File: src/sv/frer_pkg.sv
`timescale 1ns / 1ps
package frer_pkg;

    localparam int COORD_W           = 48;
    localparam int ANG_W             = 32;
    localparam int TRIG_W            = 34;
    localparam int CORDIC_STAGES_DEF = 24;
    localparam int RED_STEPS         = 24;
    localparam int RED_W             = 65;
    localparam int QUEUE_DEPTH       = 4;
    localparam int FOLD_W            = 35;

    localparam logic [RED_W-1:0] TWO_PI_Q38 = 65'h1921FB54443;
    // A multiple of 2*pi that lifts any signed 64-bit angle to a nonnegative value.
    localparam logic [RED_W-1:0] RED_OFFSET = TWO_PI_Q38 << RED_STEPS - 1;

    localparam logic signed [FOLD_W-1:0] TWO_PI_Q30  = 35'sh1921FB544;
    localparam logic signed [FOLD_W-1:0] PI_Q30      = 35'sh0C90FDAA2;
    localparam logic signed [FOLD_W-1:0] HALF_PI_Q30 = 35'sh06487ED51;
    localparam logic signed [TRIG_W-1:0] INV_GAIN_Q30 = 34'sh026DD3B6A;

    localparam logic signed [COORD_W-1:0] COORD_MAX = {1'b0, {(COORD_W-1){1'b1}}};
    localparam logic signed [COORD_W-1:0] COORD_MIN = {1'b1, {(COORD_W-1){1'b0}}};

    typedef struct packed {
        logic signed [COORD_W-1:0] x;
        logic signed [COORD_W-1:0] y;
        logic signed [COORD_W-1:0] z;
    } t_coords;

    typedef struct packed {
        logic signed [TRIG_W-1:0] c1;
        logic signed [TRIG_W-1:0] s1;
        logic signed [TRIG_W-1:0] c2;
        logic signed [TRIG_W-1:0] s2;
        t_coords                  pos;
    } t_work;

    // Returns 2*pi scaled by 2^k; reduction step k removes the value for RED_STEPS-k when it fits.
    function automatic logic [RED_W-1:0] red_sub(input int k);
        return TWO_PI_Q38 << k;
    endfunction

    // Arctangent of 2^-i in Q.30, rounded down.
    function automatic logic [31:0] atan_q30(input int i);
        logic [31:0] head [0:10];
        head[0]  = 32'h3243F6A8;
        head[1]  = 32'h1DAC6705;
        head[2]  = 32'h0FADBAFC;
        head[3]  = 32'h07F56EA6;
        head[4]  = 32'h03FEAB76;
        head[5]  = 32'h01FFD55B;
        head[6]  = 32'h00FFFAAA;
        head[7]  = 32'h007FFF55;
        head[8]  = 32'h003FFFEA;
        head[9]  = 32'h001FFFFD;
        head[10] = 32'h000FFFFF;
        if (i <= 10) begin
            return head[i];
        end else if (i <= 30) begin
            return (32'd1 << (30 - i)) - 32'd1;
        end
        return 32'd0;
    endfunction

endpackage

File: src/sv/frer_fifo.sv
`timescale 1ns / 1ps
module frer_fifo
    import frer_pkg::*;
#(
    parameter int WIDTH = $bits(t_work),
    parameter int DEPTH = QUEUE_DEPTH
) (
    input  logic             i_clk,
    input  logic             i_rst_n,
    input  logic             i_push,
    input  logic [WIDTH-1:0] i_data,
    input  logic             i_pop,
    output logic             o_full,
    output logic             o_empty,
    output logic [WIDTH-1:0] o_data
);

    localparam int PW = (DEPTH > 1) ? $clog2(DEPTH) : 1;
    localparam int CW = $clog2(DEPTH + 1);

    logic [WIDTH-1:0] r_mem [0:DEPTH-1];
    logic [PW-1:0]    r_wp;
    logic [PW-1:0]    r_rp;
    logic [CW-1:0]    r_cnt;

    assign o_full  = (r_cnt == CW'(DEPTH));
    assign o_empty = (r_cnt == '0);
    assign o_data  = r_mem[r_rp];

    always_ff @(posedge i_clk) begin
        if (!i_rst_n) begin
            r_wp  <= '0;
            r_rp  <= '0;
            r_cnt <= '0;
        end else begin
            if (i_push) begin
                r_wp <= (r_wp == PW'(DEPTH - 1)) ? '0 : r_wp + 1'b1;
            end
            if (i_pop) begin
                r_rp <= (r_rp == PW'(DEPTH - 1)) ? '0 : r_rp + 1'b1;
            end
            if (i_push && !i_pop) begin
                r_cnt <= r_cnt + 1'b1;
            end else if (!i_push && i_pop) begin
                r_cnt <= r_cnt - 1'b1;
            end
        end
    end

    always_ff @(posedge i_clk) begin
        if (i_push) begin
            r_mem[r_wp] <= i_data;
        end
    end

endmodule

File: config.mk
export PLATFORM = sky130hd
export DESIGN_NAME = frer_fifo
export DESIGN_NICKNAME = d
export VERILOG_FILES = /design/src/sv/frer_pkg.sv /design/src/sv/frer_fifo.sv
export SDC_FILE = /design/constraint.sdc
export NUM_CORES = 1
export LEC_CHECK = 0
export ABC_AREA = 0
export BUFFER_PORTS_ARGS = -buffer_cell sky130_fd_sc_hd__buf_2
export CELL_PAD_IN_SITES_DETAIL_PLACEMENT = 1
export CELL_PAD_IN_SITES_GLOBAL_PLACEMENT = 2
export CORE_UTILIZATION = 30
export CTS_CLUSTER_DIAMETER = 40
export DETAILED_ROUTE_END_ITERATION = 8
export GPL_TIMING_DRIVEN = 0
export PLACE_DENSITY_LB_ADDON = 0.1
export SLEW_MARGIN = 20
export SYNTH_ARGS = -nofsm -noshare
export SYNTH_HDL_FRONTEND = slang
export SYNTH_SLANG_ARGS = --single-unit
File: constraint.sdc
create_clock -name i_clk -period 12.2 [get_ports i_clk]
set_clock_uncertainty 0.1 [all_clocks]
set_input_delay 0 -clock i_clk [delete_from_list [all_inputs] [get_ports i_clk]]
set_output_delay 0 -clock i_clk [all_outputs]
set_load 0.03 [all_outputs]
* Word-level counts from Yosys, hierarchy flattened
Memories as Yosys holds them, arrays and structs flattened. A register that Yosys moved wholly into a read port is not among the register bits.
Index checks and enable logic that the tools add are counted.
** Operators by class
- $add $sub $neg :: 4
- $mul :: 0
- Divide/modulo/power cells :: 0
- $lt $le $gt $ge :: 0
- Eq/ne operators :: 3
- Shifts and indexed selects :: 0
- Muxes and demuxes :: 8
- Bitwise gates (word level) :: 0
- Reductions and logical operators :: 6
** Operators by type and width (number)
- 2-bit 2-to-1 mux :: 4
- 3-bit 2-to-1 mux :: 2
- 2-bit by 1-bit adder with 2-bit output (second input constant) :: 2
- 2-bit equality test (second input constant) :: 2
- 3-bit by 1-bit adder with 3-bit output (second input constant) :: 1
- 3-bit equality test (second input constant) :: 1
- 3-bit logical NOT :: 1
- 3-bit by 1-bit subtractor with 3-bit output (second input constant) :: 1
- 1-bit logical AND :: 2
- 1-bit logical NOT :: 2
- 1-bit 2-to-1 mux :: 2
- 2-bit nonzero test :: 1
** Storage, ports and cells
- Flip-flop bits (word level) :: 7
- Latch bits :: 0
- Bits in writable memories :: 1120
- Bits in read-only memories :: 0
- Output and inout bits :: 282
- Word-level logic and storage cells :: 25
- Memories :: 1
** Memories
- r_mem :: words 4, bits a word 280, read ports 1, clocked after memory_dff 1, wr ports 1, line frer_fifo.sv:21 : logic [WIDTH-1:0] r_mem [0:DEPTH-1];

* Longest topological paths before layout
Gate-level depths: netlist (run 1).
- Depth in word-level cells :: 4
- Mapped depth :: 7
- Gate-level depth less buffers :: 7

* Worst setup path before layout (run 1)
Ideal clock, no wire load.
- Kind :: register to register
- Start point :: register r_wp[0]
- End point :: memory r_mem[0][0] in the netlist's numbering (enable)
- Library setup time :: 0.676 ns
- Data arrival time :: 6.882 ns
- Data required time :: 11.424 ns
- Slack :: 4.543 ns
- Cell stages (with the launch flop) :: 4
- Path buffers :: 0
- Clock period less this slack :: 7.657 ns
- Cells stage by stage :: dfxtp_1 > inv_1 > ha_1 > and2_1
** RTL lines
- start: declaration :: line frer_fifo.sv:22 : logic [PW-1:0] r_wp;
- start signal: assignment :: line frer_fifo.sv:37 : r_wp <= (r_wp == PW'(DEPTH - 1)) ? '0 : r_wp + 1'b1;
- end: declaration :: line frer_fifo.sv:21
Straight into the memory's write port.

==> flow_summary.toml, run 1 <==
[detailed_routing]
num_vias = 21203
via_per_inst = 4.42
drc = 0
drtIter0Drc = 941
routed_wl_um = 106000
wl_per_cell_um = 22.0
ant_nets = 0
firstDrtPassIters = 4

[floorplan]
pin_count = 566
floorplan.rows = 135
fp.dieH_um = 371
dieWidth_um = 371
die_area_mm2 = 0.138
start_util_pct = 30.2
core_mm2 = 0.135

[synth]
synthSimpleGateAreaFrac_pct = 0.221
synth_enable_flop_cells = 1120
synthMuxAreaShare_pct = 15.5
ys_ff_latch = 1129
synth_most_common_cell = "edfxtp_1"
postSynthCellCount = 1506
synth_adder_area_share_pct = 0.233
netlist_area_mm2 = 0.0408
synthTopCellsByArea = "edfxtp_1, mux4_2, buf_6, dfxtp_1, buf_2"
synth_top_area_share_pct = 82.4
seq_area_frac_synth_pct = 82.8
synthFlopType = "edfxtp_1"
synth_top_family_by_area = "multiplexers"
synth_area_per_cell_um2 = 27.1
synth_commonest_cells = "edfxtp_1, mux4_2, buf_2"
synth_compound_area_share_pct = 0.0490
synth_warnings = 0
synth-xor-area-share_pct = 0.0429
synth-async-reset-ratio_pct = 0
synth_largest_area_cell = "edfxtp_1"
syn-num-nets = 1797
yosysUniqueCellTypes = 21

[worst_setup_path]
rrSetupSlack_ps = 9500
crit_arrival_ps = 3410
worst_ep_required_time_ps = 12100
start_kind = "flip-flop"
worst-setup-path-type = "flip-flop to output port"
critical_path.endpoint = "o_data[195]"
rr_endpoint = "r_mem[1][137]$_DFFE_PP_"
r2r_start = "r_wp[0]$_SDFFE_PN0P_"
crit_fanout = 11
end_kind = "output port"
r2r_cells = 6

[final_layout]
num-nets-final = 3144
layout.cells.non_filler = 4800
drive_gt1_share_pct = 40.9
layout-area-overhead-vs-synth_pct = 43.8

[power_and_ir_drop]
switching_share_pct = 23.7
powerDensity_mw_per_mm2 = 185
seq_power_share_pct = 41.4
p_leak_nw = 20.3
vdd_ir_drop_max_mv = 0.145
p_comb_share_pct = 10.5
power_frac_clock_pct = 48.1
intPower_w = 0.00827
power_switching_w = 0.00257

[global_routing]
met1_usage_pct = 17.7
grt_use_met2_pct = 26.1
first_global_vias = 23703
grt_remaining_overflow = 0
grt_use_total_pct = 15.4
use_met3_pct = 6.01
grt_max_degree = 41
grt_pass1_wl_um = 154000
antenna_found_initial = 19
busiest_layer = "met2"

[placement]
routabilityCongestion = 0.695
place.port_buffers = 565
post-place-cells = 3884
dp_hpwl_um = 67200

[clock_network]
h-tree-depth = 4
cts_resized = 0
clk_latency_ps = 780
cts_buffers = 182
cts_tree = "built"
clk_path_buf_depth = 3
cts_sinks = 1129
clk_pin_slew_ps = 50
clockRootBuffer = "clkbuf_16"

[timing]
period_minus_slack_ps = 3510
rsz0062_at_grt = "no"
max_freq_ghz = 0.285
period_share_pct = 28.8
finalMaxSlewViolations = 0
finalHoldViolCount = 0
setup_violations = 0
whs_ps = 100
worst_pin_slew_ps = 1010
maxSlewHeadroom_pct = 32.4

[worst_hold_path]
min_path_type = "input pin to flip-flop"

[status]
outcome = "finished, final reports clean"

[job]
cap_viol_max_count = 0
==> registers in the layout (all words and copies together) (netlist names), named ones only <==
register  cells
r_cnt         3
r_mem      1120
r_rp          2
r_wp          2
==> layout by cell type (no fill, tap or decap), types with 2 or more instances in the layout <==
cell type,instances
buf_2,595
diode_2,9
clkinvlp_4,17
clkinv_1,17
clkbuf_16,185
inv_8,2
nor2b_1,5
and2_4,4
clkinv_16,4
clkbuf_1,36
buf_6,22
edfxtp_1,1120
mux4_2,280
clkinv_2,29
inv_6,12
nor3_1,2
mux2i_1,4
dlygate4sd3_1,566
dfxtp_1,9
buf_16,21
clkinv_8,4
buf_12,11
bufinv_16,26
clkinv_4,18
inv_1,4
ha_1,6
==> cells by family (layout without fill, tap and decap cells) <==
| group | count (synthesis) | in the layout |
|---|---|---|
| DFF | 1129 | 1129 |
| muxes | 284 | 284 |
| buffers and inverters | 66 | 1570 |
| and+or+nand+nor | 15 | 15 |
| adders and majority gates | 7 | 7 |
| AOI/OAI and AO/OA | 3 | 3 |
| xor gates and xnor gates | 2 | 2 |
| other | 0 | 9 |
==> repair_timing <==
action,in CTS,in global routing
hold buffers,566,0
buffers inserted,0,0
hold endpoints to repair,1322,0
==> through the flow <==
step	total power [W]	worst slack, ps	area [um^2]	util (%)	setup TNS (ps)
floorplan	0.00521	4540	40800	-	0
global placement	0.00563	-2390	45900	33.9	-2582910
detailed placement	0.00558	9280	46700	34.5	0
CTS	0.0110	8390	58700	43.4	0
global route	0.0112	8350	58700	43.4	0
finish	0.0108	8690	58700	43.4	0
==> per-layer routing <==
layer  wire (um)  vias up
met5         128        -
met4        2520       22
li1            -     9371
met3        8380      193
met1       41100    11055
met2       53700      562
==> worst max-delay path, stage by stage (launching register included) <==
cell and delay, ps:
dfxtp_1 310, buf_2 420, clkbuf_1 800, buf_2 480, mux4_2 370, buf_2 220
==> power by group through the flow <==
stage	logic, W	registers [W]	clock network, W
after detailed placement	0.00101	0.00457	0
after global placement	0.000968	0.00466	0
after floorplan	0.000605	0.00460	0
final	0.00114	0.00449	0.00522
after CTS	0.00117	0.00449	0.00537
after global routing	0.00121	0.00450	0.00551
==> cell type report <==
| class | instances | area [um^2] |
|---|---|---|
| Fill cell | 12707 | 76600 |
| Clock buffer | 211 | 4730 |
| Buffer | 62 | 435 |
| Sequential cell | 1129 | 33800 |
| Clock inverter | 130 | 1610 |
| Tap cell | 1781 | 2230 |
| Multi-Input combinational cell | 311 | 6580 |
| Timing Repair Buffer | 1163 | 9290 |
| Antenna cell | 9 | 22.5 |
| Inverter | 4 | 15.0 |
==> how the worst min path moves through the flow <==
stage	startpoint	endpoint	slack (ps)	cells after the start
finish	i_push	r_wp[0]$_SDFFE_PN0P_	100	4
global placement	i_data[44]	r_mem[1][44]$_DFFE_PP_	110	1
global route	i_push	r_wp[1]$_SDFFE_PN0P_	100	4
detailed placement	i_data[274]	r_mem[3][274]$_DFFE_PP_	120	1
floorplan	i_data[0]	r_mem[0][0]$_DFFE_PP_	-1	0
CTS	i_push	r_wp[0]$_SDFFE_PN0P_	20	4
(Power assumes the default switching activity.)
==> inputs of run 2 (changes only) <==
==> constraint.sdc (replaced) <==
create_clock -name i_clk -period 3.7 [get_ports i_clk]
set_clock_uncertainty 0.1 [all_clocks]
set_input_delay 0 -clock i_clk [delete_from_list [all_inputs] [get_ports i_clk]]
set_output_delay 0 -clock i_clk [all_outputs]
set_load 0.03 [all_outputs]
==> flow_summary.toml, run 2 (same netlist as run 1, synthesis figures left out) <==
[worst_setup_path]
crit_chain = "buf_2 > clkbuf_2 > buf_2 > mux4_2 > buf_2"
start_kind = "flip-flop"
path_delay_family = "buffers and inverters"
end_kind = "output port"
crit_buf_inv = 4
cp_common_cell = "buf_2"
worst-setup-path-type = "flip-flop to output port"
crit_arrival_ps = 3130
slowest_delay_ps = 490
crit_fanout = 10
slowest_stage = "mux4_2"
worst_ep_required_time_ps = 3600

[global_routing]
grt_use_total_pct = 15.6
antenna_found_initial = 20
first_global_vias = 23973
grt_max_degree = 41
grt_remaining_overflow = 0
grt_pass1_wl_um = 156000

[placement]
routabilityCongestion = 0.694
place.port_buffers = 565
place_ws_ps = 715
dp_hpwl_um = 69200
placed_cell_area_mm2 = 0.0467

[timing]
tns_ps = 0
setup_violations = 0
max_freq_ghz = 0.310
fin_ws_ps = 474
period_minus_slack_ps = 3230
maxSlewHeadroom_pct = 50.3
finalHoldViolCount = 0
worst_pin_slew_ps = 745
whs_ps = 95.2
period_share_pct = 87.2
finalMaxSlewViolations = 0
rsz0062_at_grt = "no"

[final_layout]
nFillCells = 12724
mostFrequentLayoutCells = "edfxtp_1, buf_2, dlygate4sd3_1"
post-route-util_pct = 43.3
layout-area-overhead-vs-synth_pct = 43.5
final_common_cell = "edfxtp_1"
largest_reg_flops = 1120
reg.largest.list = "r_mem x1120, r_cnt x3"
num-nets-final = 3141
drive_gt1_share_pct = 40.9
final_cell_area_mm2 = 0.0586
largest-register = "r_mem"

[power_and_ir_drop]
powerDensity_mw_per_mm2 = 608
p_leak_nw = 20.3
vdd_ir_drop_max_mv = 0.415

[clock_network]
clk_path_buf_depth = 3
cts_buffers = 178
h-tree-depth = 4
cts_tree = "built"
clk_pin_slew_ps = 50
post_cts_buffers = 0
cts_sinks = 1129
clockRootBuffer = "clkbuf_16"
clk_latency_ps = 760

[detailed_routing]
drc = 0
num_vias = 21301
routed_wl_um = 106000
via_per_inst = 4.45
ant_nets = 0
drtIter0Drc = 974
wl_per_cell_um = 22.2
firstDrtPassIters = 5

[floorplan]
dieWidth_um = 371
die_area_mm2 = 0.138
fp.dieH_um = 371
floorplan.rows = 135
pin_count = 566
start_util_pct = 30.2
core_mm2 = 0.135

[status]
outcome = "finished, final reports clean"

[worst_hold_path]
min_path_type = "input pin to flip-flop"

[job]
cap_viol_max_count = 0
-- run 2: cell count changes in the layout (fill, tap and decap cells not counted), sizes merged --
| cell | before | now |
|---|---|---|
| clkbuf | 221 | 207 |
| inv | 19 | 33 |
| clkinv | 72 | 59 |
| clkinvlp | 17 | 14 |
| diode | 9 | 6 |
| buf | 649 | 650 |
| bufinv | 26 | 27 |
-- run 2: where the power goes --
| part | switching [W] | leakage (nW) | internal (W) |
|---|---|---|---|
| Combinational | 0.00224 | 6.90 | 0.00152 |
| Clock | 0.00611 | 2.99 | 0.0110 |
| Sequential | 0.000112 | 10.4 | 0.0147 |
| Total | 0.00846 | 20.3 | 0.0272 |
-- run 2: per-layer routing --
layer | wire, um | vias up | part of all wire (%) | global-route usage, %
li1 | - | 9384 | - | -
met1 | 43000 | 11099 | 40 | 18.8
met2 | 52700 | 583 | 50 | 25.9
met3 | 7590 | 211 | 7.1 | 5.39
met4 | 2840 | 24 | 2.7 | 5.56
met5 | 145 | - | 0.14 | 0
-- run 2: layout make-up --
cell class / instances / area [um^2] / area share [%]
Antenna cell: 6 / 15.0 / 0.0256
Buffer: 62 / 438 / 0.747
Clock buffer: 197 / 4610 / 7.87
Clock inverter: 129 / 1590 / 2.71
Inverter: 4 / 15.0 / 0.0256
Multi-Input combinational cell: 311 / 6580 / 11.2
Sequential cell: 1129 / 33800 / 57.7
Tap cell: 1781 / 2230 / 3.80
Timing Repair Buffer: 1164 / 9300 / 15.9
-- run 2: final timing paths --
kind                   startpoint                 endpoint  slack [ps]  depth (start not counted)
max                     flip-flop              o_data[158]         470                          5
min                        i_push     r_wp[1]$_SDFFE_PN0P_         100                          4
max reg2reg  r_wp[0]$_SDFFE_PN0P_  r_mem[3][147]$_DFFE_PP_        1040                          6
min reg2reg  r_rp[1]$_SDFFE_PN0P_     r_rp[1]$_SDFFE_PN0P_         460                          2
-- run 2: worst min-delay path, stage by stage --
cell           delay [ps]
dlygate4sd3_1         530
buf_2                 190
mux2i_1                90
nor2b_1                90
-- run 2: stage by stage --
step | instances | total power (W)
6_report | 4783 | 0.0356
5_1_grt | 4782 | 0.0369
4_1_cts | 4777 | 0.0362
3_5_place_dp | 3885 | 0.0184
3_3_place_gp | 3852 | 0.0183
2_1_floorplan | 1506 | 0.0171
-- run 2: repair_timing --
action	4_1_cts	5_1_grt
hold endpoints to repair	1318	0
resized for setup	2	0
hold buffers	566	0
setup endpoints to repair	12	0
